**config.mk**
```make
export PLATFORM = sky130hd
export DESIGN_NAME = servo_angle_ramp_top
export DESIGN_NICKNAME = d
export VERILOG_FILES = /design/src/sv/sar_pkg.sv /design/src/sv/servo_angle_ramp_top.sv
export SDC_FILE = /design/constraint.sdc
export NUM_CORES = 1
export LEC_CHECK = 0
export BUFFER_PORTS_ARGS = -buffer_cell sky130_fd_sc_hd__buf_4
export CORE_MARGIN = 4
export CORE_UTILIZATION = 50
export DETAILED_ROUTE_END_ITERATION = 8
export MAX_ROUTING_LAYER = met4
export PLACE_DENSITY = 0.69
export SETUP_SLACK_MARGIN = 0.05
export SLEW_MARGIN = 20
export SYNTH_ARGS = -nofsm -noshare
export SYNTH_HDL_FRONTEND = slang
export SYNTH_SLANG_ARGS = --single-unit
export TNS_END_PERCENT = 10
```
**constraint.sdc**
```tcl
create_clock -name clk -period 5.3 [get_ports clk]
set_input_delay 1.06 -clock clk [delete_from_list [all_inputs] [get_ports clk]]
set_output_delay 1.06 -clock clk [all_outputs]
set_load 0.02 [all_outputs]
```
**src/sv/sar_pkg.sv**
```systemverilog
// ----------------------------------------------------------------------------
// sar_pkg - servo angle ramp shared definitions
// Item kinds, angle and speed limits, and the step interval table.
// ----------------------------------------------------------------------------
package sar_pkg;

	// Item kinds carried on the slave-side tuser
	localparam logic [1:0] MODE_TICK  = 2'd0;
	localparam logic [1:0] MODE_SET   = 2'd1;
	localparam logic [1:0] MODE_SWEEP = 2'd2;

	localparam int ANGLE_W = 8;
	localparam int SPEED_W = 4;
	localparam int COUNT_W = 5;

	localparam logic [ANGLE_W-1:0] ANGLE_MAX  = 8'd180;
	localparam logic [ANGLE_W-1:0] ANGLE_RST  = 8'd90;
	localparam logic [SPEED_W-1:0] SPEED_MIN  = 4'd1;
	localparam logic [SPEED_W-1:0] SPEED_MAX  = 4'd10;
	localparam logic [SPEED_W-1:0] SPEED_RST  = 4'd5;
	localparam logic [SPEED_W-1:0] FAST_SPEED = 4'd5;
	localparam logic [COUNT_W-1:0] COUNT_MAX  = 5'd31;

	// Step interval in ms: floor(20 - 1.5 * speed), held for out-of-range codes
	function automatic logic [COUNT_W-1:0] step_interval(input logic [SPEED_W-1:0] spd);
		logic [COUNT_W-1:0] ivl;
		case (spd)
			4'd0:    ivl = 5'd18;
			4'd1:    ivl = 5'd18;
			4'd2:    ivl = 5'd17;
			4'd3:    ivl = 5'd15;
			4'd4:    ivl = 5'd14;
			4'd5:    ivl = 5'd12;
			4'd6:    ivl = 5'd11;
			4'd7:    ivl = 5'd9;
			4'd8:    ivl = 5'd8;
			4'd9:    ivl = 5'd6;
			default: ivl = 5'd5;
		endcase
		return ivl;
	endfunction

endpackage

```
**src/sv/servo_angle_ramp_top.sv**
```systemverilog
// ----------------------------------------------------------------------------
// servo_angle_ramp_top - servo slew-rate limiter
// Steps a servo angle toward a target on millisecond ticks; set and sweep
// commands load the angle, target and speed. One result per transaction.
// ----------------------------------------------------------------------------
//  channel   dir  tdata (low bit up)                        tuser
//  s_*       in   angle[7:0], speed[15:8]                   mode[1:0]
//  m_*       out  servo_angle[7:0], sweeping[8],            -
//                 angle_written[9], zero[15:10]
//
// Each transaction is held in the input register until it can move into the
// output register; one transaction per cycle is sustained while m_tready is high.
// The ramp state updates as an item leaves the input register, so state and
// results stay in transaction order. A stalled output holds the input stage,
// which then drops s_tready. Reset clears the angle and target to 90, speed
// to 5, the sweep flag and the millisecond counter.
// ----------------------------------------------------------------------------
module servo_angle_ramp_top
	import sar_pkg::*;
(
	input  logic        clk,
	input  logic        arst_n,
	input  logic        s_tvalid,
	output logic        s_tready,
	input  logic [15:0] s_tdata,   // angle[7:0], speed[15:8]
	input  logic [1:0]  s_tuser,   // mode[1:0]
	output logic        m_tvalid,
	input  logic        m_tready,
	output logic [15:0] m_tdata    // servo_angle[7:0], sweeping[8], angle_written[9]
);

	// Input register
	logic               vld_s1;
	logic [1:0]         mode_s1;
	logic [ANGLE_W-1:0] angle_s1;
	logic [7:0]         speed_s1;

	// Ramp state
	logic [ANGLE_W-1:0] now_q;
	logic [ANGLE_W-1:0] goal_q;
	logic [SPEED_W-1:0] rate_q;
	logic               motion_q;
	logic [COUNT_W-1:0] cnt_q;

	// Output register
	logic               out_vld_q;
	logic [ANGLE_W-1:0] out_angle_q;
	logic               out_sweep_q;
	logic               out_wrote_q;

	// Next-state logic
	logic               advance;
	logic [ANGLE_W-1:0] angle_clamp;
	logic [SPEED_W-1:0] speed_clamp;
	logic [COUNT_W-1:0] cnt_inc;
	logic [ANGLE_W-1:0] step;
	logic [ANGLE_W-1:0] gap_up;
	logic [ANGLE_W-1:0] gap_dn;
	logic [ANGLE_W-1:0] now_d;
	logic [ANGLE_W-1:0] goal_d;
	logic [SPEED_W-1:0] rate_d;
	logic               motion_d;
	logic [COUNT_W-1:0] cnt_d;
	logic               wrote_d;

	assign advance  = vld_s1 && (!out_vld_q || m_tready);
	assign s_tready = !vld_s1 || advance;

	// Capture the incoming transaction
	always_ff @(posedge clk or negedge arst_n) begin
		if (!arst_n) begin
			vld_s1 <= 1'b0;
		end else if (s_tready) begin
			vld_s1 <= s_tvalid;
		end
	end

	always_ff @(posedge clk) begin
		if (s_tvalid && s_tready) begin
			mode_s1  <= s_tuser;
			angle_s1 <= s_tdata[7:0];
			speed_s1 <= s_tdata[15:8];
		end
	end

	// Clamp the request and work out the next ramp state
	always_comb begin
		angle_clamp = (angle_s1 > ANGLE_MAX) ? ANGLE_MAX : angle_s1;
		if (speed_s1 == 8'd0) begin
			speed_clamp = SPEED_MIN;
		end else if (speed_s1 > {4'd0, SPEED_MAX}) begin
			speed_clamp = SPEED_MAX;
		end else begin
			speed_clamp = speed_s1[SPEED_W-1:0];
		end
		cnt_inc = (cnt_q == COUNT_MAX) ? COUNT_MAX : cnt_q + 1'b1;
		step    = (rate_q > FAST_SPEED) ? 8'd2 : 8'd1;
		gap_up  = goal_q - now_q;
		gap_dn  = now_q - goal_q;

		now_d    = now_q;
		goal_d   = goal_q;
		rate_d   = rate_q;
		motion_d = motion_q;
		cnt_d    = cnt_q;
		wrote_d  = 1'b0;

		case (mode_s1)
			MODE_TICK: begin
				cnt_d = cnt_inc;
				if (motion_q && (cnt_inc >= step_interval(rate_q))) begin
					cnt_d = '0;
					if (now_q < goal_q) begin
						now_d   = (gap_up <= step) ? goal_q : now_q + step;
						wrote_d = 1'b1;
					end else if (now_q > goal_q) begin
						now_d   = (gap_dn <= step) ? goal_q : now_q - step;
						wrote_d = 1'b1;
					end else begin
						// Arrived: end the sweep
						motion_d = 1'b0;
					end
				end
			end
			MODE_SET: begin
				now_d    = angle_clamp;
				goal_d   = angle_clamp;
				motion_d = 1'b0;
				wrote_d  = 1'b1;
			end
			MODE_SWEEP: begin
				if (angle_clamp != now_q) begin
					goal_d   = angle_clamp;
					rate_d   = speed_clamp;
					motion_d = 1'b1;
				end
			end
			default: begin
			end
		endcase
	end

	// Commit the ramp state as the transaction moves on
	always_ff @(posedge clk or negedge arst_n) begin
		if (!arst_n) begin
			now_q    <= ANGLE_RST;
			goal_q   <= ANGLE_RST;
			rate_q   <= SPEED_RST;
			motion_q <= 1'b0;
			cnt_q    <= '0;
		end else if (advance) begin
			now_q    <= now_d;
			goal_q   <= goal_d;
			rate_q   <= rate_d;
			motion_q <= motion_d;
			cnt_q    <= cnt_d;
		end
	end

	// Result register
	always_ff @(posedge clk or negedge arst_n) begin
		if (!arst_n) begin
			out_vld_q <= 1'b0;
		end else if (advance) begin
			out_vld_q <= 1'b1;
		end else if (m_tready) begin
			out_vld_q <= 1'b0;
		end
	end

	always_ff @(posedge clk) begin
		if (advance) begin
			out_angle_q <= now_d;
			out_sweep_q <= motion_d;
			out_wrote_q <= wrote_d;
		end
	end

	assign m_tvalid = out_vld_q;
	assign m_tdata  = {6'd0, out_wrote_q, out_sweep_q, out_angle_q};

endmodule

```
=== Word-level counts from Yosys, hierarchy flattened ===
Memory sizes are Yosys's and may differ from the RTL's.
Index checks and enable logic that the tools add are counted.

* Bits of input ports: 22
* Word-level logic and storage cells: 72
* Register bits after elaboration: 56
* Latch bits: 0
* Bits in read-only memories: 80
* Memories kept: 1
* Output and inout port bits: 18
* RAM bits: 0

* Shift operators: 0
* $mul: 0
* Bitwise logic cells: 0
* Div/mod/pow operators: 0
* Multiplexer cells: 26
* Eq/ne operators: 5
* Add/sub/neg operators: 5
* Reductions and logical operators: 14
* $lt $le $gt $ge: 8

{| class="wikitable"
|+ Memory list
! memory !! words !! width !! read ports !! clocked after memory_dff !! write ports !! RTL line !! source
|-
| (no name shown) || 16 || 5 || 1 || 0 || 0 || sar_pkg.sv:27 || <nowiki>case (spd)</nowiki>
|}

{| class="wikitable"
|+ Operators with widths
! cell !! count
|-
| two-way mux 8 bit || 7
|-
| case mux 8 bit (2 select lines) || 2
|-
| less-or-equal comparator 8 x 2 -> 1 bit || 2
|-
| subtractor 8 bit || 2
|-
| two-way mux 5 bit || 3
|-
| two-way mux 1 bit || 9
|-
| adder 8 x 2 -> 8 bit || 1
|-
| greater-than comparator 8 x 4 -> 1 bit (second input constant) || 1
|-
| greater-than comparator 8 bit || 1
|-
| greater-than comparator 8 bit (second input constant) || 1
|-
| logical NOT 8 bit || 1
|-
| < comparator 8 bit || 1
|-
| two-way mux 4 bit || 2
|-
| != test 8 bit || 1
|-
| subtractor 8 x 2 -> 8 bit || 1
|-
| AND reduction 3 bit || 2
|-
| adder 5 x 1 -> 5 bit (second input constant) || 1
|-
| equality test 5 bit (second input constant) || 1
|-
| >= comparator 5 bit || 1
|-
| greater-than comparator 4 x 3 -> 1 bit (second input constant) || 1
|-
| nonzero test 2 bit || 2
|-
| logical AND 1 bit || 3
|-
| case mux 1 bit (3 select lines) || 1
|-
| equality test 2 x 1 -> 1 bit (second input constant) || 1
|-
| other kinds (8) || 10
|}

=== Logic depth before layout (Yosys ltp) ===
* Depth in word-level cells: 8
* Mapped depth: 13
* Gate-level depth less buffers: 13

=== Worst setup path before layout ===
OpenSTA, ideal clock, no wires.

* Path kind: reg2reg
* Start point: register now_q[0]
* End point: register out_angle_q[0] (data pin)
* Data required time: 5.133 ns
* Arrival: 2.971 ns
* Path buffers: 0
* Period minus slack after synthesis: 3.138 ns
* Cell stages (with the launch flop): 13
* Setup time: 0.167 ns
* Setup slack: 2.162 ns
* Path through: dfrtp_1 ha_1 fa_1 inv_1 ha_1 nor2b_1 o21ai_1 o2111ai_1 or3_1 nor2_4 o22ai_1 a22o_1 a221oi_2

* Longest elaborated chain between the ends: 7
* Elaborated cells on any way between the ends: 14
* Those cells by class: add/sub (4); order compare (4); mux (6)

{| class="wikitable"
|+ Ends and longest elaborated chain
! element !! RTL line !! source
|-
| start: declaration || servo_angle_ramp_top.sv:39 || <nowiki>logic [ANGLE_W-1:0] now_q;</nowiki>
|-
| start signal: assignment || servo_angle_ramp_top.sv:152 || <nowiki>now_q <= now_d;</nowiki>
|-
| subtractor 8 bit || servo_angle_ramp_top.sv:99 || <nowiki>gap_dn = now_q - goal_q;</nowiki>
|-
| less-or-equal comparator 8 x 2 -> 1 bit || servo_angle_ramp_top.sv:117 || <nowiki>now_d = (gap_dn <= step) ? goal_q : now_q - step;</nowiki>
|-
| two-way mux 8 bit || servo_angle_ramp_top.sv:117 ||
|-
| two-way mux 8 bit || servo_angle_ramp_top.sv:116 || <nowiki>end else if (now_q > goal_q) begin</nowiki>
|-
| two-way mux 8 bit || servo_angle_ramp_top.sv:113 || <nowiki>if (now_q < goal_q) begin</nowiki>
|-
| two-way mux 8 bit || servo_angle_ramp_top.sv:111 || <nowiki>if (motion_q && (cnt_inc >= step_interval(rate_q))) begin</nowiki>
|-
| case mux 8 bit (2 select lines) (*) || servo_angle_ramp_top.sv:108 || <nowiki>case (mode_s1)</nowiki>
|-
| via now_d[0] || servo_angle_ramp_top.sv:59 || <nowiki>logic [ANGLE_W-1:0] now_d;</nowiki>
|-
| end signal: assignment || servo_angle_ramp_top.sv:173 || <nowiki>out_angle_q <= now_d;</nowiki>
|-
| end: declaration || servo_angle_ramp_top.sv:47 || <nowiki>logic [ANGLE_W-1:0] out_angle_q;</nowiki>
|}

The timed path passes the listed nets; every way through them passes the cells marked *.
A chain may end at the register's enable or synchronous reset.

=== Worst setup path after layout ===
* Start point: register now_q[0]
* End point: register out_angle_q[6] (data pin)

* Longest elaborated chain between the ends: 7
* Elaborated cells on any way between the ends: 14
* Those cells by class: add/sub (4); order compare (4); mux (6)

{| class="wikitable"
|+ Ends and longest elaborated chain
! element !! RTL line
|-
| subtractor 8 bit || servo_angle_ramp_top.sv:99
|-
| less-or-equal comparator 8 x 2 -> 1 bit || servo_angle_ramp_top.sv:117
|-
| two-way mux 8 bit || servo_angle_ramp_top.sv:117
|-
| two-way mux 8 bit || servo_angle_ramp_top.sv:116
|-
| two-way mux 8 bit (*) || servo_angle_ramp_top.sv:113
|-
| two-way mux 8 bit (*) || servo_angle_ramp_top.sv:111
|-
| case mux 8 bit (2 select lines) (*) || servo_angle_ramp_top.sv:108
|-
| via now_d[6] || servo_angle_ramp_top.sv:59
|}

Marks and branches as above.

==> results.py <==
metrics = {
    "clock_network": {
        "cts_root_buffer": "clkbuf_8",
        "cts_tree": "done",
        "cts_resized": 0,
        "clkSinkCount": 56,
        "h-tree-depth": 2,
        "insertion_delay_ps": 310,
        "cts.clk_slew.worst_paths_ps": 100,
        "cts_hold_buffers": 0,
        "cts_buffers": 5,
        "max-clock-path-buffers": 2,
        "cts_setup_buffers": 0,
    },
    "detailed_routing": {
        "first_pass_iters": 7,
        "drcViolationCount": 0,
        "viasPerCell": 6.34,
        "finalWirelength_um": 12000,
        "num_vias": 3954,
        "wl_per_cell_um": 19.3,
        "drtIter0Drc": 418,
        "drtAntennaViolNets": 0,
    },
    "grt": {
        "met3_usage_pct": 3.65,
        "met2_usage_pct": 36.4,
        "grt_overflow": 0,
        "antenna_found_initial": 0,
        "track_usage_pct": 24.6,
        "global_route.peak_usage_layer": "met2",
        "grt_pass1_vias": 3882,
        "grt_max_degree": 29,
        "grt_pass1_wl_um": 19500,
        "grt_use_met1_pct": 33.5,
    },
    "power_and_ir_drop": {
        "p_int_mw": 1.26,
        "powerDensity_nw_per_um2": 524,
        "irDropWorstVdd_v": 0.000173,
        "switchingPower_mw": 1.26,
        "clkPwrFrac_pct": 9.1,
        "power.leakage_nw": 1.87,
        "power.share.sequential_pct": 28.7,
        "combPwrFrac_pct": 62.2,
        "swShare_pct": 50.0,
    },
    "hold_path": {
        "holdPathEnd": "m_tvalid$_DFFE_PN0P_",
        "hold_class": "reg2reg",
        "min_from": "vld_s1$_DFFE_PN0N_",
        "hold_depth": 1,
    },
    "sta": {
        "finalMaxSlewViolations": 0,
        "relSlewSlack_pct": 40.6,
        "hold_ws_ps": 503,
        "rsz0062_at_grt": "false",
        "finalSetupViolations": 0,
        "fmax_ghz": 0.272,
        "timing.final.crit_share_pct": 69.3,
        "hold_viol": 0,
        "finalWorstSetupSlack_ps": 1620,
        "finalSetupTns_ps": 0,
        "clock_skew_ps": 12.6,
        "worst_pin_slew_ps": 887,
        "fin_crit_ps": 3680,
    },
    "setup_path": {
        "cp_num_buf_inv": 2,
        "r2r_end": "out_angle_q[6]$_DFFE_PP_",
        "cp-end-kind": "flip-flop",
        "crit_type": "reg2reg",
        "cpLargestDelayFamily": "compound AO/OA/AOI/OAI gates",
        "ff2ff_path_depth": 13,
        "r2r_setup_slack_ps": 1620,
        "cp.required_ps": 5440,
        "startpoint_type": "flip-flop",
        "path_max_fanout": 7,
        "crit_path_top_delay_cell": "dfrtp_1",
        "critPathMostFrequentCell": "o21ai_0",
        "max_stage_delay_ps": 490,
        "crit_path_cell_trace": "inv_1, ha_1, inv_1, fa_1, ha_1, nor2b_1, o21ai_0, o211ai_1, a211oi_2, a21oi_1, o21ai_0, a31oi_1, o21ai_0",
        "r2r_start": "now_q[0]$_DFFE_PN0P_",
        "cp.arrival_ps": 3820,
    },
    "die": {
        "initial_utilization_pct": 51.4,
        "die_w_um": 103,
        "coreArea_um2": 8720,
        "die-area_um2": 10600,
        "top_level_ports": 40,
        "row_count": 34,
        "die_h_um": 103,
    },
    "yosys": {
        "synth_edf_count": 28,
        "synth_most_common_cell": "nand2_1",
        "ys_top_cells_by_area": "edfxtp_1 19%, dfrtp_1 10%, ha_1 7.8%",
        "synth.top_cell.area_share_pct": 18.7,
        "synthFlopType": "edfxtp_1",
        "syn_area_um2": 4490,
        "synth_area_per_cell_um2": 9.01,
        "ys_ff_latch": 56,
        "yosys-top-cells-count": "44 x nand2_1, 38 x a21oi_1, 33 x o21ai_0, 31 x nor2_1",
        "synthArstFlopShare_pct": 50.0,
        "yosys_warnings": 0,
        "yosysTopAreaCell": "edfxtp_1",
        "ys_types": 76,
        "postSynthCellCount": 498,
        "ys_seq_area_share_pct": 34.6,
    },
    "place": {
        "port_buffers": 33,
        "place_hpwl_um": 9240,
        "place_ws_ps": 1670,
        "routabilityCongestion": 1.03,
    },
    "layout": {
        "final_core_utilization_pct": 55.3,
        "antennaDiodeCount": 0,
        "area.sequential_um2": 1550,
        "multi_input_area_um2": 2670,
        "fin_nets": 569,
        "fillers": 750,
        "area_growth_pct": 7.53,
        "drive_above_1_share_pct": 16.1,
    },
    "job": {
        "maxCapViolCount": 0,
    },
    "status": {
        "status": "complete, no violations",
    },
}
[through the flow]
step                power [mW]  cells  instance area (um2)
floorplan                 1.89    503                 4500
global placement          2.25    616                 4740
detailed placement        2.26    616                 4740
CTS                       2.50    624                 4820
global route              2.73    624                 4820
finish                    2.53    624                 4820
[worst max path at each step]
stage / start / to / cells after the start
after global placement: goal_q[1]$_DFFE_PN1P_ / out_angle_q[3]$_DFFE_PP_ / 12
after floorplan: now_q[0]$_DFFE_PN0P_ / out_angle_q[0]$_DFFE_PP_ / 12
after CTS: now_q[0]$_DFFE_PN0P_ / out_angle_q[1]$_DFFE_PP_ / 12
after detailed placement: now_q[0]$_DFFE_PN0P_ / out_angle_q[3]$_DFFE_PP_ / 12
after global routing: now_q[0]$_DFFE_PN0P_ / out_angle_q[1]$_DFFE_PP_ / 12
final: now_q[0]$_DFFE_PN0P_ / out_angle_q[6]$_DFFE_PP_ / 13
[per-layer routing]
layer	vias to the layer above	routed length (um)
met5	-	0
met1	1830	5150
li1	1845	-
met2	235	5420
met3	44	1010
met4	0	456
[sequential cells by signal, indices dropped and copies added, names as in the netlist]
signal	flops
m_tvalid	1
cnt_q	5
motion_q	1
out_sweep_q	1
out_angle_q	8
rate_q	4
vld_s1	1
speed_s1	8
mode_s1	2
goal_q	8
angle_s1	8
now_q	8
out_wrote_q	1
[cell type report]
type	instances	share of cell area [%]
sequential	56	32.2
clock inverter	2	0.259
timing repair buffer	36	5.60
multi-input combinational	386	55.3
clock buffer	6	1.50
inverter	30	2.33
tap	108	2.80
[kinds of logic after synthesis]
group / after synthesis / synth area share (%)
AOI/OAI and AO/OA: 165 / 25.7
and+or+nand+nor: 151 / 16.7
buffers and inverters: 61 / 6.33
DFF: 56 / 34.6
adders and majority gates: 32 / 9.60
xor gates and xnor gates: 24 / 5.02
muxes: 8 / 1.84
other: 1 / 0.0836
[power groups by stage]
stage	registers [mW]	clock network (mW)	logic [mW]
6_report	0.724	0.229	1.57
5_1_grt	0.736	0.257	1.73
4_1_cts	0.717	0.237	1.54
3_5_place_dp	0.726	0	1.53
3_3_place_gp	0.725	0	1.53
2_1_floorplan	0.663	0	1.23
[cells in the final DEF, fill, tap and decap left out, types with 9 or more instances in the layout]
cell type,Yosys,final
nand2b_1,12,12
xnor2_1,15,15
o21ai_0,33,33
o31ai_1,10,10
inv_1,27,27
a21oi_1,38,38
nor3_1,18,18
buf_4,11,36
nor2_1,31,31
nand3_1,9,9
dfrtp_1,18,18
o21ai_1,9,9
dfstp_2,10,10
ha_1,28,28
edfxtp_1,28,28
nand2_1,44,44
a31oi_1,9,9
(Power assumes the default switching activity.)
